### src/hdl/irc_tok_pkg.sv
// ----------------------------------------------------------------------------
// irc_tok_pkg
// shared codes, result type and character constants of the irc line tokenizer
// ----------------------------------------------------------------------------
package irc_tok_pkg;

    localparam logic [7:0] CH_COLON = 8'h3A;
    localparam logic [7:0] CH_SPACE = 8'h20;
    localparam logic [7:0] CH_END   = 8'h00;

    typedef enum logic [1:0] {
        EV_BYTE  = 2'd0,
        EV_TOKEN = 2'd1,
        EV_LINE  = 2'd2
    } t_event;

    typedef enum logic [1:0] {
        TK_PREFIX = 2'd0,
        TK_CMD    = 2'd1,
        TK_MIDDLE = 2'd2,
        TK_TRAIL  = 2'd3
    } t_token;

    typedef enum logic [1:0] {
        ST_OK       = 2'd0,
        ST_EMPTY    = 2'd1,
        ST_NO_CMD   = 2'd2,
        ST_OVERFLOW = 2'd3
    } t_status;

    typedef struct packed {
        t_event      event_kind;
        t_token      token_kind;
        logic [3:0]  param_index;
        logic [7:0]  data_byte;
        logic [4:0]  param_count;
        t_status     line_status;
        logic        last_of_run;
    } t_result;

    // up to two results come out of one byte
    typedef struct packed {
        logic    v0;
        logic    v1;
        t_result r0;
        t_result r1;
    } t_res_pair;

endpackage

### src/hdl/irc_tok_if.sv
// ----------------------------------------------------------------------------
// irc_tok_if
// valid/ready channels for line bytes in and token results out
// ----------------------------------------------------------------------------
interface irc_tok_in_if;
    logic       valid;
    logic       ready;
    logic [7:0] line_byte;

    modport source (output valid, output line_byte, input ready);
    modport sink   (input valid, input line_byte, output ready);
endinterface

interface irc_tok_out_if;
    logic       valid;
    logic       ready;
    logic [1:0] event_kind;
    logic [1:0] token_kind;
    logic [3:0] param_index;
    logic [7:0] data_byte;
    logic [4:0] param_count;
    logic [1:0] line_status;
    logic       last_of_run;

    modport source (output valid, output event_kind, output token_kind,
                    output param_index, output data_byte, output param_count,
                    output line_status, output last_of_run, input ready);
    modport sink   (input valid, input event_kind, input token_kind,
                    input param_index, input data_byte, input param_count,
                    input line_status, input last_of_run, output ready);
endinterface

### src/hdl/irc_tok_core.sv
// ----------------------------------------------------------------------------
// irc_tok_core
// line parse state and per-byte decode into up to two token results
// ----------------------------------------------------------------------------
module irc_tok_core #(
    parameter int MAX_PARAMS = 16
) (
    input  logic                   i_clk,
    input  logic                   i_rst_n,
    input  logic                   i_fire,
    input  logic [7:0]             i_byte,
    output irc_tok_pkg::t_res_pair o_pair
);
    import irc_tok_pkg::*;

    localparam int CW = $clog2(MAX_PARAMS + 1);

    typedef enum logic [2:0] {
        PH_START,
        PH_PREFIX,
        PH_PRECMD,
        PH_CMD,
        PH_AFTERCMD,
        PH_PARAM,
        PH_TRAIL,
        PH_DROP
    } t_phase;

    t_phase          r_phase, n_phase;
    logic [CW-1:0]   r_cnt, n_cnt;
    logic            r_tok_start, n_tok_start;
    logic [3:0]      idx4;
    logic [4:0]      cnt5;
    logic [4:0]      cnt5_inc;
    logic [CW-1:0]   cnt_inc;
    t_result         res0, res1;
    logic            v0, v1;

    function automatic t_result mk(t_event ev, t_token tk, logic [3:0] idx,
                                   logic [7:0] db, logic [4:0] cnt, t_status st);
        t_result r;
        r.event_kind  = ev;
        r.token_kind  = tk;
        r.param_index = idx;
        r.data_byte   = db;
        r.param_count = cnt;
        r.line_status = st;
        r.last_of_run = 1'b0;
        return r;
    endfunction

    assign idx4     = 4'(r_cnt);
    assign cnt5     = 5'(r_cnt);
    assign cnt5_inc = cnt5 + 5'd1;
    assign cnt_inc  = r_cnt + CW'(1);

    always_comb begin
        n_phase     = r_phase;
        n_cnt       = r_cnt;
        n_tok_start = r_tok_start;
        v0          = 1'b0;
        v1          = 1'b0;
        res0        = mk(EV_LINE, TK_PREFIX, 4'd0, 8'd0, 5'd0, ST_OK);
        res1        = res0;
        unique case (r_phase)
            PH_START: begin
                if (i_byte == CH_END) begin
                    v0   = 1'b1;
                    res0 = mk(EV_LINE, TK_PREFIX, 4'd0, 8'd0, 5'd0, ST_EMPTY);
                end else if (i_byte == CH_COLON) begin
                    n_phase = PH_PREFIX;
                end else if (i_byte == CH_SPACE) begin
                    n_phase = PH_PRECMD;
                end else begin
                    v0      = 1'b1;
                    res0    = mk(EV_BYTE, TK_CMD, 4'd0, i_byte, 5'd0, ST_OK);
                    n_phase = PH_CMD;
                end
            end
            PH_PREFIX: begin
                if (i_byte == CH_END) begin
                    v0   = 1'b1;
                    v1   = 1'b1;
                    res0 = mk(EV_TOKEN, TK_PREFIX, 4'd0, 8'd0, 5'd0, ST_OK);
                    res1 = mk(EV_LINE, TK_PREFIX, 4'd0, 8'd0, 5'd0, ST_EMPTY);
                end else if (i_byte == CH_SPACE) begin
                    v0      = 1'b1;
                    res0    = mk(EV_TOKEN, TK_PREFIX, 4'd0, 8'd0, 5'd0, ST_OK);
                    n_phase = PH_PRECMD;
                end else begin
                    v0   = 1'b1;
                    res0 = mk(EV_BYTE, TK_PREFIX, 4'd0, i_byte, 5'd0, ST_OK);
                end
            end
            PH_PRECMD: begin
                if (i_byte == CH_END) begin
                    v0   = 1'b1;
                    res0 = mk(EV_LINE, TK_PREFIX, 4'd0, 8'd0, 5'd0, ST_NO_CMD);
                end else if (i_byte != CH_SPACE) begin
                    v0      = 1'b1;
                    res0    = mk(EV_BYTE, TK_CMD, 4'd0, i_byte, 5'd0, ST_OK);
                    n_phase = PH_CMD;
                end
            end
            PH_CMD: begin
                if (i_byte == CH_END) begin
                    v0   = 1'b1;
                    v1   = 1'b1;
                    res0 = mk(EV_TOKEN, TK_CMD, 4'd0, 8'd0, 5'd0, ST_OK);
                    res1 = mk(EV_LINE, TK_PREFIX, 4'd0, 8'd0, 5'd0, ST_OK);
                end else if (i_byte == CH_SPACE) begin
                    v0      = 1'b1;
                    res0    = mk(EV_TOKEN, TK_CMD, 4'd0, 8'd0, 5'd0, ST_OK);
                    n_phase = PH_AFTERCMD;
                end else begin
                    v0   = 1'b1;
                    res0 = mk(EV_BYTE, TK_CMD, 4'd0, i_byte, 5'd0, ST_OK);
                end
            end
            PH_AFTERCMD: begin
                if (i_byte == CH_END) begin
                    v0   = 1'b1;
                    res0 = mk(EV_LINE, TK_PREFIX, 4'd0, 8'd0, 5'd0, ST_OK);
                end else if (i_byte == CH_COLON) begin
                    n_phase = PH_TRAIL;
                end else if (i_byte != CH_SPACE) begin
                    v0          = 1'b1;
                    res0        = mk(EV_BYTE, TK_MIDDLE, idx4, i_byte, 5'd0, ST_OK);
                    n_phase     = PH_PARAM;
                    n_tok_start = 1'b0;
                end
            end
            PH_PARAM: begin
                // a line end right after a space still closes an empty param
                if (i_byte == CH_END) begin
                    v0   = 1'b1;
                    v1   = 1'b1;
                    res0 = mk(EV_TOKEN, TK_MIDDLE, idx4, 8'd0, 5'd0, ST_OK);
                    res1 = mk(EV_LINE, TK_PREFIX, 4'd0, 8'd0, cnt5_inc, ST_OK);
                end else if (r_tok_start) begin
                    if (i_byte == CH_COLON) begin
                        n_phase = PH_TRAIL;
                    end else if (i_byte != CH_SPACE) begin
                        v0          = 1'b1;
                        res0        = mk(EV_BYTE, TK_MIDDLE, idx4, i_byte, 5'd0, ST_OK);
                        n_tok_start = 1'b0;
                    end
                end else if (i_byte == CH_SPACE) begin
                    v0          = 1'b1;
                    res0        = mk(EV_TOKEN, TK_MIDDLE, idx4, 8'd0, 5'd0, ST_OK);
                    n_cnt       = cnt_inc;
                    n_tok_start = 1'b1;
                    if (cnt_inc >= CW'(MAX_PARAMS)) begin
                        n_phase = PH_DROP;
                    end
                end else begin
                    v0   = 1'b1;
                    res0 = mk(EV_BYTE, TK_MIDDLE, idx4, i_byte, 5'd0, ST_OK);
                end
            end
            PH_TRAIL: begin
                if (i_byte == CH_END) begin
                    v0   = 1'b1;
                    v1   = 1'b1;
                    res0 = mk(EV_TOKEN, TK_TRAIL, idx4, 8'd0, 5'd0, ST_OK);
                    res1 = mk(EV_LINE, TK_PREFIX, 4'd0, 8'd0, cnt5_inc, ST_OK);
                end else begin
                    v0   = 1'b1;
                    res0 = mk(EV_BYTE, TK_TRAIL, idx4, i_byte, 5'd0, ST_OK);
                end
            end
            PH_DROP: begin
                if (i_byte == CH_END) begin
                    v0   = 1'b1;
                    res0 = mk(EV_LINE, TK_PREFIX, 4'd0, 8'd0, cnt5, ST_OVERFLOW);
                end
            end
            default: begin
                n_phase = PH_START;
            end
        endcase
        if (i_byte == CH_END) begin
            n_phase     = PH_START;
            n_cnt       = '0;
            n_tok_start = 1'b1;
        end
        res0.last_of_run = !v1;
        res1.last_of_run = 1'b1;
    end

    assign o_pair.v0 = v0;
    assign o_pair.v1 = v1;
    assign o_pair.r0 = res0;
    assign o_pair.r1 = res1;

    always_ff @(posedge i_clk) begin
        if (!i_rst_n) begin
            r_phase     <= PH_START;
            r_cnt       <= '0;
            r_tok_start <= 1'b1;
        end else if (i_fire) begin
            r_phase     <= n_phase;
            r_cnt       <= n_cnt;
            r_tok_start <= n_tok_start;
        end
    end

endmodule

### src/hdl/irc_line_tokenizer_top.sv
// ----------------------------------------------------------------------------
// irc_line_tokenizer_top
// streams the bytes of an irc message line out as tagged token results
// ----------------------------------------------------------------------------
// One byte enters per clock, while the result side keeps up, through a one-word input
// register; the parse state steps once per byte and its results land in a two-word
// result register. Most bytes give zero or one result and flow at one byte per clock
// when the result side is ready; a line end that closes a token gives two results,
// and the next byte waits until the second of them has left the result register.
// One word leaves the result register per clock while the result side is ready.
module irc_line_tokenizer_top #(
    parameter int MAX_PARAMS = 16
) (
    input  logic          i_clk,
    input  logic          i_rst_n,
    irc_tok_in_if.sink    i_line,
    irc_tok_out_if.source o_result
);
    import irc_tok_pkg::*;

    logic       r_in_valid;
    logic [7:0] r_in_byte;
    logic       r_v0, r_v1;
    t_result    r_slot0, r_slot1;
    t_res_pair  pair;
    logic       out_fire;
    logic       in_fire;
    logic       free_next;
    logic       s1_go;

    assign out_fire  = r_v0 && o_result.ready;
    // result register can take a new pair once its last word leaves
    assign free_next = !r_v0 || (out_fire && !r_v1);
    assign s1_go     = r_in_valid && free_next;
    assign in_fire   = i_line.valid && i_line.ready;

    assign i_line.ready = !r_in_valid || free_next;

    irc_tok_core #(
        .MAX_PARAMS(MAX_PARAMS)
    ) u_core (
        .i_clk  (i_clk),
        .i_rst_n(i_rst_n),
        .i_fire (s1_go),
        .i_byte (r_in_byte),
        .o_pair (pair)
    );

    always_ff @(posedge i_clk) begin
        if (!i_rst_n) begin
            r_in_valid <= 1'b0;
            r_v0       <= 1'b0;
            r_v1       <= 1'b0;
        end else begin
            if (in_fire) begin
                r_in_valid <= 1'b1;
                r_in_byte  <= i_line.line_byte;
            end else if (s1_go) begin
                r_in_valid <= 1'b0;
            end
            if (s1_go) begin
                r_v0    <= pair.v0;
                r_v1    <= pair.v1;
                r_slot0 <= pair.r0;
                r_slot1 <= pair.r1;
            end else if (out_fire) begin
                r_v0    <= r_v1;
                r_v1    <= 1'b0;
                r_slot0 <= r_slot1;
            end
        end
    end

    assign o_result.valid       = r_v0;
    assign o_result.event_kind  = r_slot0.event_kind;
    assign o_result.token_kind  = r_slot0.token_kind;
    assign o_result.param_index = r_slot0.param_index;
    assign o_result.data_byte   = r_slot0.data_byte;
    assign o_result.param_count = r_slot0.param_count;
    assign o_result.line_status = r_slot0.line_status;
    assign o_result.last_of_run = r_slot0.last_of_run;

endmodule

### src/flat_wrapper.sv
// flat-port wrapper written by rule: the top's interface ports become plain ports
module irc_line_tokenizer_top_flat import irc_tok_pkg::*;
#(
    parameter int MAX_PARAMS = 16
)
  (i_clk, i_rst_n, i_line_valid, i_line_line_byte, i_line_ready, o_result_valid, o_result_event_kind, o_result_token_kind, o_result_param_index, o_result_data_byte, o_result_param_count, o_result_line_status, o_result_last_of_run, o_result_ready);
  irc_tok_in_if i_line_i ();
  irc_tok_out_if o_result_i ();
  input  logic i_clk;
  input  logic i_rst_n;
  input wire logic [$bits(i_line_i.valid)-1:0] i_line_valid;
  input wire logic [$bits(i_line_i.line_byte)-1:0] i_line_line_byte;
  output wire logic [$bits(i_line_i.ready)-1:0] i_line_ready;
  output wire logic [$bits(o_result_i.valid)-1:0] o_result_valid;
  output wire logic [$bits(o_result_i.event_kind)-1:0] o_result_event_kind;
  output wire logic [$bits(o_result_i.token_kind)-1:0] o_result_token_kind;
  output wire logic [$bits(o_result_i.param_index)-1:0] o_result_param_index;
  output wire logic [$bits(o_result_i.data_byte)-1:0] o_result_data_byte;
  output wire logic [$bits(o_result_i.param_count)-1:0] o_result_param_count;
  output wire logic [$bits(o_result_i.line_status)-1:0] o_result_line_status;
  output wire logic [$bits(o_result_i.last_of_run)-1:0] o_result_last_of_run;
  input wire logic [$bits(o_result_i.ready)-1:0] o_result_ready;
  assign i_line_i.valid = i_line_valid;
  assign i_line_i.line_byte = i_line_line_byte;
  assign i_line_ready = i_line_i.ready;
  assign o_result_valid = o_result_i.valid;
  assign o_result_event_kind = o_result_i.event_kind;
  assign o_result_token_kind = o_result_i.token_kind;
  assign o_result_param_index = o_result_i.param_index;
  assign o_result_data_byte = o_result_i.data_byte;
  assign o_result_param_count = o_result_i.param_count;
  assign o_result_line_status = o_result_i.line_status;
  assign o_result_last_of_run = o_result_i.last_of_run;
  assign o_result_i.ready = o_result_ready;
  irc_line_tokenizer_top #(.MAX_PARAMS(MAX_PARAMS)) u_core (.i_clk(i_clk), .i_rst_n(i_rst_n), .i_line(i_line_i), .o_result(o_result_i));
endmodule
### config.mk
export PLATFORM = sky130hd
export DESIGN_NAME = irc_line_tokenizer_top_flat
export DESIGN_NICKNAME = d
export VERILOG_FILES = /design/src/hdl/irc_tok_pkg.sv /design/src/hdl/irc_tok_if.sv /design/src/hdl/irc_tok_core.sv /design/src/hdl/irc_line_tokenizer_top.sv /design/src/flat_wrapper.sv
export SDC_FILE = /design/constraint.sdc
export NUM_CORES = 1
export LEC_CHECK = 0
export BUFFER_PORTS_ARGS = -buffer_cell sky130_fd_sc_hd__buf_4
export CAP_MARGIN = 20
export CORE_AREA = 2 2 77 79
export CTS_BUF_LIST = sky130_fd_sc_hd__clkbuf_2 sky130_fd_sc_hd__clkbuf_4 sky130_fd_sc_hd__clkbuf_8
export DETAILED_ROUTE_END_ITERATION = 7
export DIE_AREA = 0 0 79 81
export PLACE_DENSITY_LB_ADDON = 0.3
export SLEW_MARGIN = 0
export SYNTH_ARGS = -nofsm -noshare
export SYNTH_HDL_FRONTEND = slang
export SYNTH_SLANG_ARGS = --single-unit
### constraint.sdc
create_clock -name i_clk -period 3.2 [get_ports i_clk]
set_clock_uncertainty 0.2 [all_clocks]
set_input_delay 0.64 -clock i_clk [delete_from_list [all_inputs] [get_ports i_clk]]
set_output_delay 0.64 -clock i_clk [all_outputs]
set_load 0.1 [all_outputs]
==> impl_metrics.py, run 1 <==
metrics = {
    "power": {
        "power_leakage_nw": 1.05,
        "peakVddDrop_mv": 0.197,
        "power.density_nw_per_um2": 456,
    },
    "setup_path": {
        "crit_end": "u_core.u_core.cnt5[3]$_SDFFE_PN0P_",
        "crit_required_ns": 3.19,
        "r2r-start": "u_core.r_in_byte[5]$_DFFE_PP_",
        "startpoint": "u_core.r_in_byte[5]$_DFFE_PP_",
        "startpoint_type": "flip-flop",
        "path_class": "flip-flop to flip-flop",
        "cp_max_fo": 19,
        "regToRegSetupSlack_ns": 0.74,
        "r2r-end": "u_core.u_core.cnt5[3]$_SDFFE_PN0P_",
        "critPathCaptureType": "flip-flop",
        "reg2reg_depth": 5,
        "cp.arrival_ns": 2.46,
    },
    "die": {
        "die_w_um": 79,
        "io_pins": 38,
        "start_util_pct": 46.1,
        "chipHeight_um": 81,
        "dieArea_sq_um": 6400,
        "rows": 28,
        "core_area_sq_um": 5680,
    },
    "clock_tree": {
        "clkLatencyLatePin_ns": 0.30,
        "root_buffer": "clkbuf_8",
        "path_clk_slew_ns": 0.09,
        "cts_resized": 0,
        "cts_hold_buf": 0,
        "cts_buffer_depth": 2,
        "cts_tree": "built",
        "cts_setup_buffers": 0,
        "cts.sinks": 50,
        "h-tree-depth": 2,
        "cts-buffers-inserted": 5,
    },
    "synth": {
        "yosysMostFrequentCell": "edfxtp_1",
        "synth-edff-count": 38,
        "ys_seq_elements": 50,
        "ys_async_sr_fraction_pct": 0,
        "synth_flop_cell": "edfxtp_1",
        "synth_top_area_share_pct": 43.6,
        "syn-cell-area_sq_um": 2620,
        "ys_seq_area_share_pct": 52.8,
        "synthCells": 239,
        "ys_warn_count": 0,
        "synth_commonest_cells": "edfxtp_1 (38), nand2_1 (15), a21oi_1 (13), nor2_1 (13), dfxtp_1 (12)",
        "yosys.area.top_type": "edfxtp_1",
        "synthTopCellsByArea": "edfxtp_1 (44%), dfxtp_1 (9.2%), a21oi_1 (2.5%)",
        "synth.distinct_cells": 60,
        "syn_nets": 252,
        "avgSynthCellArea_sq_um": 10.9,
    },
    "sta": {
        "setup_tns_ns": 0,
        "max-slew-margin-rel_pct": 53.3,
        "fmax_mhz": 406,
        "slew_viol_final": 0,
        "tightest_slew_ns": 0.700,
        "hold_viol_final": 0,
        "period_share_pct": 76.9,
        "min_period_ns": 2.46,
        "rsz0062_at_grt": "no",
        "setup_violations": 0,
    },
    "grt": {
        "grt_usage_pct": 17.1,
        "grt_pass1_wl_um": 8530,
        "overflow": 0,
        "grt_max_degree": 25,
        "antenna_found_initial": 0,
        "grt_pass1_vias": 1798,
    },
    "flow_run": {
        "drv_cap": 0,
    },
    "cells_and_area": {
        "syn2layout_area_growth_pct": 16.9,
        "drive_gt1_share_pct": 24.7,
        "antenna-diode-count": 0,
        "final_net_count": 283,
        "fin_area_sq_um": 3060,
    },
    "route": {
        "drt_iter0_drc": 162,
        "ant_nets": 0,
        "drcViolationCount": 0,
        "avgViaCountPerCell": 5.78,
        "dr_total_vias": 1999,
        "drt-total-wl_um": 5260,
        "wl_per_cell_um": 15.2,
        "drt_pass1_iterations": 5,
    },
    "placement": {
        "gp_congestion": 0.984,
        "port_buffers": 37,
        "placed_cell_area_sq_um": 2940,
        "place_hpwl_um": 3760,
    },
    "hold_path": {
        "hold_class": "flip-flop to flip-flop",
    },
    "outcome": {
        "status": "finished, final reports clean",
    },
}
==> sequential cells by signal, summed over array words and instances (netlist names) <==
name / cells
u_core.u_core.r_tok_start: 1
u_core.r_slot1: 6
u_core.o_result.param_count: 5
u_core.r_in_valid: 1
u_core.o_result.token_kind: 2
u_core.u_core.r_phase: 3
u_core.r_v1: 1
u_core.r_in_byte: 8
u_core.o_result.valid: 1
u_core.o_result.line_status: 2
u_core.o_result.data_byte: 8
u_core.u_core.cnt5: 5
u_core.o_result.param_index: 4
u_core.o_result.last_of_run: 1
u_core.o_result.event_kind: 2
==> metrics by stage <==
stage | instances | hold WS [ns] | utilization, % | total power, mW | worst slack [ns]
after floorplan | 239 | 0.230 | - | 0.918 | 0.178
after global placement | 338 | 0.244 | 51.9 | 0.965 | 0.798
after detailed placement | 338 | 0.241 | 51.9 | 0.966 | 0.762
after CTS | 346 | 0.254 | 53.9 | 1.40 | 0.750
after global routing | 346 | 0.300 | 53.9 | 1.44 | 0.601
final | 346 | 0.251 | 53.9 | 1.39 | 0.738
==> final cells by class <==
class | instances | area (sq um)
clock buffer | 5 | 68.8
timing repair buffer | 42 | 315
multi-input combinational | 167 | 1140
sequential | 50 | 1380
tap | 75 | 93.8
clock inverter | 3 | 45.0
fill | 540 | 2620
inverter | 4 | 15.0
==> critical path, cell delays in order (launching register included) <==
cell       delay (ns)
edfxtp_1         0.65
or4_4            0.65
a2111oi_4        0.50
a21oi_2          0.10
o21ai_1          0.18
a21boi_1         0.08
==> metal layers <==
metal | routed length [um] | GRT usage [%]
met5 | 0 | 0
met2 | 2540 | 28.6
met1 | 2340 | 22.6
met4 | 63 | 5.86
met3 | 322 | 3.11
==> how the worst min path moves through the flow <==
stage | start | to | slack (ns) | cells after the start
after detailed placement | u_core.r_v1$_SDFFE_PN0N_ | u_core.r_v1$_SDFFE_PN0N_ | 0.24 | 2
after global placement | u_core.r_v1$_SDFFE_PN0N_ | u_core.r_v1$_SDFFE_PN0N_ | 0.24 | 2
after CTS | u_core.r_v1$_SDFFE_PN0N_ | u_core.r_v1$_SDFFE_PN0N_ | 0.25 | 2
final | u_core.r_v1$_SDFFE_PN0N_ | u_core.r_v1$_SDFFE_PN0N_ | 0.25 | 2
after global routing | i_line_line_byte[1] | u_core.r_in_byte[1]$_DFFE_PP_ | 0.30 | 1
after floorplan | u_core.r_v1$_SDFFE_PN0N_ | u_core.r_v1$_SDFFE_PN0N_ | 0.23 | 2
==> cell usage in the layout (no fill, tap or decap), types with 3 or more instances in the layout <==
cell,synthesis,layout
a21boi_0,3,3
a21boi_1,4,4
a21o_1,3,3
a21oi_1,13,13
a22o_1,6,6
and2_1,9,9
and3_1,9,9
buf_4,0,42
clkbuf_8,0,5
dfxtp_1,12,12
edfxtp_1,38,38
inv_1,4,4
mux2i_1,3,3
nand2_1,15,15
nand2b_1,4,4
nand3_1,9,9
nand4_1,4,4
nor2_1,13,13
nor3_1,7,7
o21ai_0,7,7
o31ai_1,3,3
or3_1,3,3
xnor2_1,5,5
==> cell families (layout without fill, tap and decap cells) <==
| logic type | count (synthesis) | count (layout) | synth area share (%) |
|---|---|---|---|
| and+or+nand+nor | 92 | 92 | 20.9 |
| DFF | 50 | 50 | 52.8 |
| buffers and inverters | 22 | 54 | 3.73 |
| muxes | 3 | 3 | 1.15 |
| xor gates and xnor gates | 7 | 7 | 2.34 |
| AOI/OAI and AO/OA | 64 | 64 | 18.6 |
| adders and majority gates | 1 | 1 | 0.478 |
==> power breakdown <==
part	internal (mW)	switching (mW)	leakage [nW]
logic	0.0591	0.146	0.553
clock network	0.233	0.210	0.0504
registers	0.720	0.0271	0.448
total	1.01	0.383	1.05
(Power assumes the default switching activity.)
==> inputs of run 2 (changes only) <==
clock period = 2.04 ns   (was 3.2 ns; I/O delays follow)
==> impl_metrics.py, run 2 (synthesis results as in run 1) <==
metrics = {
    "die": {
        "die_w_um": 79,
        "io_pins": 38,
        "core_area_sq_um": 5680,
        "rows": 28,
        "dieArea_sq_um": 6400,
        "chipHeight_um": 81,
        "start_util_pct": 46.1,
    },
    "power": {
        "power_leakage_nw": 1.35,
        "peakVddDrop_mv": 0.349,
        "power.density_nw_per_um2": 637,
        "pwr-share-seq_pct": 51.1,
        "swShare_pct": 28.0,
        "p_clk_share_pct": 31.3,
        "power_frac_comb_pct": 17.6,
        "p_int_mw": 1.63,
        "p_sw_mw": 0.633,
    },
    "route": {
        "drt-total-wl_um": 6210,
        "drt_pass1_iterations": 4,
        "dr_total_vias": 2244,
        "ant_nets": 0,
        "wl_per_cell_um": 15.8,
        "drt_iter0_drc": 202,
        "drcViolationCount": 0,
        "avgViaCountPerCell": 5.71,
    },
    "clock_tree": {
        "clkLatencyLatePin_ns": 0.30,
        "root_buffer": "clkbuf_8",
        "cts_hold_buf": 0,
        "h-tree-depth": 2,
        "cts-buffers-inserted": 5,
        "path_clk_slew_ns": 0.10,
        "cts_buffer_depth": 2,
        "cts_tree": "built",
        "cts.sinks": 50,
    },
    "cells_and_area": {
        "final_net_count": 330,
        "antenna-diode-count": 0,
        "utilization_pct": 62.6,
        "syn2layout_area_growth_pct": 35.8,
        "drive_gt1_share_pct": 44.0,
        "layout_common_cells": "buf_4 (83), edfxtp_1 (38), nand2_1 (13), dfxtp_1 (10), nand3_1 (9)",
        "layout_commonest_cell": "buf_4",
    },
    "flow_run": {
        "drv_cap": 0,
    },
    "sta": {
        "setup_violations": 21,
        "fmax_mhz": 459,
        "min_period_ns": 2.18,
        "slew_viol_final": 0,
        "period_share_pct": 107,
        "hold_viol_final": 0,
        "whs_ns": 0.0754,
        "rsz0062_at_grt": "yes",
        "fin_ws_ns": -0.137,
        "tightest_slew_ns": 0.426,
        "max-slew-margin-rel_pct": 71.6,
    },
    "setup_path": {
        "cp.arrival_ns": 2.18,
        "cp_max_fo": 5,
        "path_class": "flip-flop to flip-flop",
        "worst_path_max_delay_cell": "or4_4",
        "cp_cell_sequence": "or4_4 > a2111oi_4 > a21oi_2 > o21ai_1 > a21boi_1",
        "crit_required_ns": 2.04,
        "startpoint_type": "flip-flop",
        "max_stage_delay_ns": 0.63,
        "critPathCaptureType": "flip-flop",
    },
    "hold_path": {
        "hold_class": "input pin to flip-flop",
    },
    "grt": {
        "grt_usage_pct": 19.3,
        "antenna_found_initial": 0,
        "grt_pass1_vias": 2060,
        "grt_pass1_wl_um": 9630,
        "grt_max_degree": 25,
        "overflow": 0,
    },
    "placement": {
        "gp_congestion": 0.941,
        "port_buffers": 37,
        "place_hpwl_um": 4200,
    },
    "outcome": {
        "violations": "negative setup slack",
        "status": "finished with violations",
    },
}
-- run 2: cell types whose count changed in the layout (fill, tap and decap cells not counted), moves of 3 or more --
cell and delta:
buf_4 +41, o21ai_1 +3, nor2_1 -6, nor2_2 +5, a21oi_2 +5, buf_6 +5, a21oi_1 -5, o21ai_0 -5
-- run 2: worst paths after layout --
path / slack [ns] / startpoint / cells after the start / endpoint
worst min register to register: 0.26 / u_core.r_v1$_SDFFE_PN0N_ / 2 / u_core.r_v1$_SDFFE_PN0N_
worst min-delay path: 0.08 / i_line_line_byte[3] / 1 / u_core.r_in_byte[3]$_DFFE_PP_
worst max-delay path: -0.14 / u_core.r_in_byte[6]$_DFFE_PP_ / 5 / u_core.u_core.cnt5[2]$_SDFFE_PN0P_
worst max register to register: -0.14 / u_core.r_in_byte[6]$_DFFE_PP_ / 5 / u_core.u_core.cnt5[2]$_SDFFE_PN0P_
-- run 2: what timing repair did --
action | 4_1_cts | 5_1_grt
setup endpoints to repair | 27 | 35
cloned | 0 | 0
pin swaps | 12 | 20
resized for setup | 14 | 25
setup buffers | 0 | 6
-- run 2: power by group through the flow --
stage	Sequential, mW	Clock, mW	Combinational (mW)
6_report	1.16	0.708	0.399
5_1_grt	1.16	0.765	0.421
4_1_cts	1.15	0.719	0.387
3_5_place_dp	1.18	0	0.381
3_3_place_gp	1.18	0	0.379
2_1_floorplan	1.31	0	0.130
-- run 2: final cells by class --
class | count | area [sq um]
clock buffer | 5 | 68.8
fill | 452 | 2120
sequential | 50 | 1390
multi-input combinational | 167 | 1240
clock inverter | 3 | 43.8
tap | 75 | 93.8
timing repair buffer | 89 | 699
inverter | 4 | 15.0
-- run 2: through the flow --
stage	cells	power [mW]	area [sq um]	worst slack, ns	setup TNS (ns)
6_report	393	2.26	3550	-0.137	-1.58
3_3_place_gp	379	1.56	3270	-0.181	-1.39
3_5_place_dp	379	1.56	3270	-0.167	-2.08
4_1_cts	387	2.26	3440	-0.109	-1.46
5_1_grt	393	2.34	3550	-0.228	-3.22
2_1_floorplan	239	1.44	2640	-0.0858	-0.268
-- run 2: critical path, delay by kind of cell (launching register included) --
family / cells / cell delay [ns]
and+or+nand+nor: 1 / 0.63
DFF: 1 / 0.45
AOI/OAI and AO/OA: 4 / 0.79
-- run 2: per-layer routing --
layer,global-route usage [%],share of wire [%],routed length (um),vias to the layer above
li1,-,-,-,1062
met1,23.8,41,2530,1074
met2,34.4,51,3150,96
met3,3.89,7.2,444,12
met4,5.86,1.3,81,0
met5,0,0,0,-
==> inputs of run 3 (changes only) <==
CORE_AREA = 2 2 106 108   (was 2 2 77 79)
DIE_AREA = 0 0 108 110   (was 0 0 79 81)
==> impl_metrics.py, run 3 (synthesis results as in run 1) <==
metrics = {
    "die": {
        "io_pins": 38,
        "start_util_pct": 24.4,
        "dieArea_sq_um": 11900,
        "core_area_sq_um": 10700,
        "chipHeight_um": 110,
        "die_w_um": 108,
        "rows": 38,
    },
    "clock_tree": {
        "cts_buffer_depth": 2,
        "h-tree-depth": 2,
        "cts_hold_buf": 0,
        "root_buffer": "clkbuf_8",
        "cts-buffers-inserted": 5,
        "path_clk_slew_ns": 0.10,
        "cts.sinks": 50,
        "clkLatencyLatePin_ns": 0.32,
        "cts_tree": "built",
    },
    "cells_and_area": {
        "layout_commonest_cell": "buf_4",
        "antenna-diode-count": 0,
        "syn2layout_area_growth_pct": 48.4,
        "utilization_pct": 36.3,
        "layout_common_cells": "buf_4 (90), edfxtp_1 (38), nand2_1 (11), a21oi_1 (10), dfxtp_1 (10)",
        "final_net_count": 345,
        "drive_gt1_share_pct": 49.2,
    },
    "setup_path": {
        "crit_required_ns": 2.02,
        "cp.arrival_ns": 2.12,
        "critPathCaptureType": "flip-flop",
        "path_class": "flip-flop to flip-flop",
        "r2r-end": "u_core.r_slot1[7]$_DFFE_PP_",
        "reg2reg_depth": 6,
        "regToRegSetupSlack_ns": -0.10,
        "cp_max_fo": 5,
        "r2r-start": "u_core.r_in_byte[2]$_DFFE_PP_",
        "startpoint_type": "flip-flop",
    },
    "hold_path": {
        "hold_end": "u_core.r_in_byte[4]$_DFFE_PP_",
        "worstHoldStart": "i_line_line_byte[4]",
        "holdPathStages": 1,
        "hold_class": "input pin to flip-flop",
    },
    "placement": {
        "port_buffers": 37,
        "gp_congestion": 0.899,
        "place_hpwl_um": 4740,
    },
    "route": {
        "drcViolationCount": 0,
        "drt_iter0_drc": 128,
        "wl_per_cell_um": 14.6,
        "drt-total-wl_um": 6910,
        "dr_total_vias": 2233,
        "avgViaCountPerCell": 4.72,
        "ant_nets": 0,
        "drt_pass1_iterations": 4,
    },
    "outcome": {
        "violations": "negative setup slack",
        "status": "finished with violations",
    },
    "grt": {
        "grt_pass1_wl_um": 11000,
        "antenna_found_initial": 0,
        "grt_max_degree": 25,
        "overflow": 0,
        "grt_usage_pct": 11.8,
        "grt_pass1_vias": 2187,
    },
    "sta": {
        "fin_ws_ns": -0.101,
        "hold_viol_final": 0,
        "rsz0062_at_grt": "yes",
        "min_period_ns": 2.14,
        "tightest_slew_ns": 0.380,
        "max-slew-margin-rel_pct": 74.7,
        "whs_ns": 0.0645,
        "period_share_pct": 105,
        "setup_violations": 25,
        "slew_viol_final": 0,
        "fmax_mhz": 467,
    },
    "power": {
        "p_sw_mw": 0.685,
        "power_leakage_nw": 1.44,
        "p_clk_share_pct": 28.3,
        "pwr-share-seq_pct": 51.5,
        "p_int_mw": 1.54,
        "power.density_nw_per_um2": 575,
        "power_frac_comb_pct": 20.3,
        "swShare_pct": 30.7,
        "peakVddDrop_mv": 0.271,
    },
    "flow_run": {
        "drv_cap": 0,
    },
}
[run 3: cell types whose count changed in the layout (fill, tap and decap cells not counted), moves of 3 or more]
cell,delta
buf_4,+7
a21oi_2,-4
buf_6,+4
nor3_2,+4
buf_12,+3
nor3_1,-3
[run 3: worst max path at each step]
stage / startpoint / end / depth (start not counted)
finish: u_core.r_in_byte[2]$_DFFE_PP_ / u_core.r_slot1[7]$_DFFE_PP_ / 6
global route: u_core.r_in_byte[2]$_DFFE_PP_ / u_core.u_core.cnt5[3]$_SDFFE_PN0P_ / 6
CTS: u_core.r_in_byte[6]$_DFFE_PP_ / u_core.o_result.event_kind[0]$_SDFFCE_PN0P_ / 5
detailed placement: u_core.r_in_byte[0]$_DFFE_PP_ / u_core.o_result.last_of_run$_SDFFCE_PN1P_ / 3
global placement: u_core.r_in_byte[0]$_DFFE_PP_ / u_core.o_result.last_of_run$_SDFFCE_PN1P_ / 3
floorplan: u_core.r_in_byte[2]$_DFFE_PP_ / u_core.o_result.event_kind[0]$_SDFFCE_PN0P_ / 5
[run 3: metal layers]
layer / share of wire [%] / GRT usage [%] / routed length (um) / vias to the layer above
met5: 0 / 0 / 0 / -
met4: 2.8 / 4.58 / 191 / 0
met3: 6.0 / 2.41 / 417 / 15
met2: 48 / 19.5 / 3320 / 62
met1: 43 / 15.2 / 2980 / 1053
li1: - / - / - / 1103
[run 3: layout make-up]
| class | count | area (sq um) |
|---|---|---|
| Inverter | 4 | 15.0 |
| Tap cell | 140 | 175 |
| Clock inverter | 3 | 28.8 |
| Clock buffer | 5 | 68.8 |
| Sequential cell | 50 | 1390 |
| Timing Repair Buffer | 104 | 872 |
| Multi-Input combinational cell | 167 | 1330 |
| Fill cell | 1058 | 6820 |
[run 3: critical path, cell delays in order (launching register included)]
cell	delay, ns
edfxtp_1	0.42
buf_6	0.14
nor4_4	0.36
nand2_2	0.12
or4b_4	0.50
buf_4	0.17
a21oi_1	0.11
[run 3: repair_timing]
action / CTS / global route
setup endpoints to repair: 27 / 37
gates cloned: 0 / 1
endpoints found under the hold margin: 0 / 0
pin swaps: 9 / 27
buffers inserted: 7 / 10
resized for setup: 18 / 40
[run 3: power by group through the flow]
stage	clock [mW]	sequential, mW	combinational, mW
after floorplan	0	1.31	0.130
after global placement	0	1.17	0.411
after detailed placement	0	1.17	0.412
after CTS	0.651	1.15	0.425
after global routing	0.699	1.15	0.477
final	0.630	1.15	0.452
[run 3: per-stage QoR]
stage                     area [sq um]  instances  worst slack (ns)  setup TNS (ns)  total power [mW]
after floorplan                   2640        239           -0.0858          -0.268              1.44
after global placement            3410        447            -0.106           -1.15              1.58
after detailed placement          3410        447            -0.137           -1.40              1.58
after CTS                         3640        462           -0.0933          -0.746              2.22
after global routing              3880        473            -0.170           -3.51              2.33
final                             3880        473            -0.101           -1.32              2.23
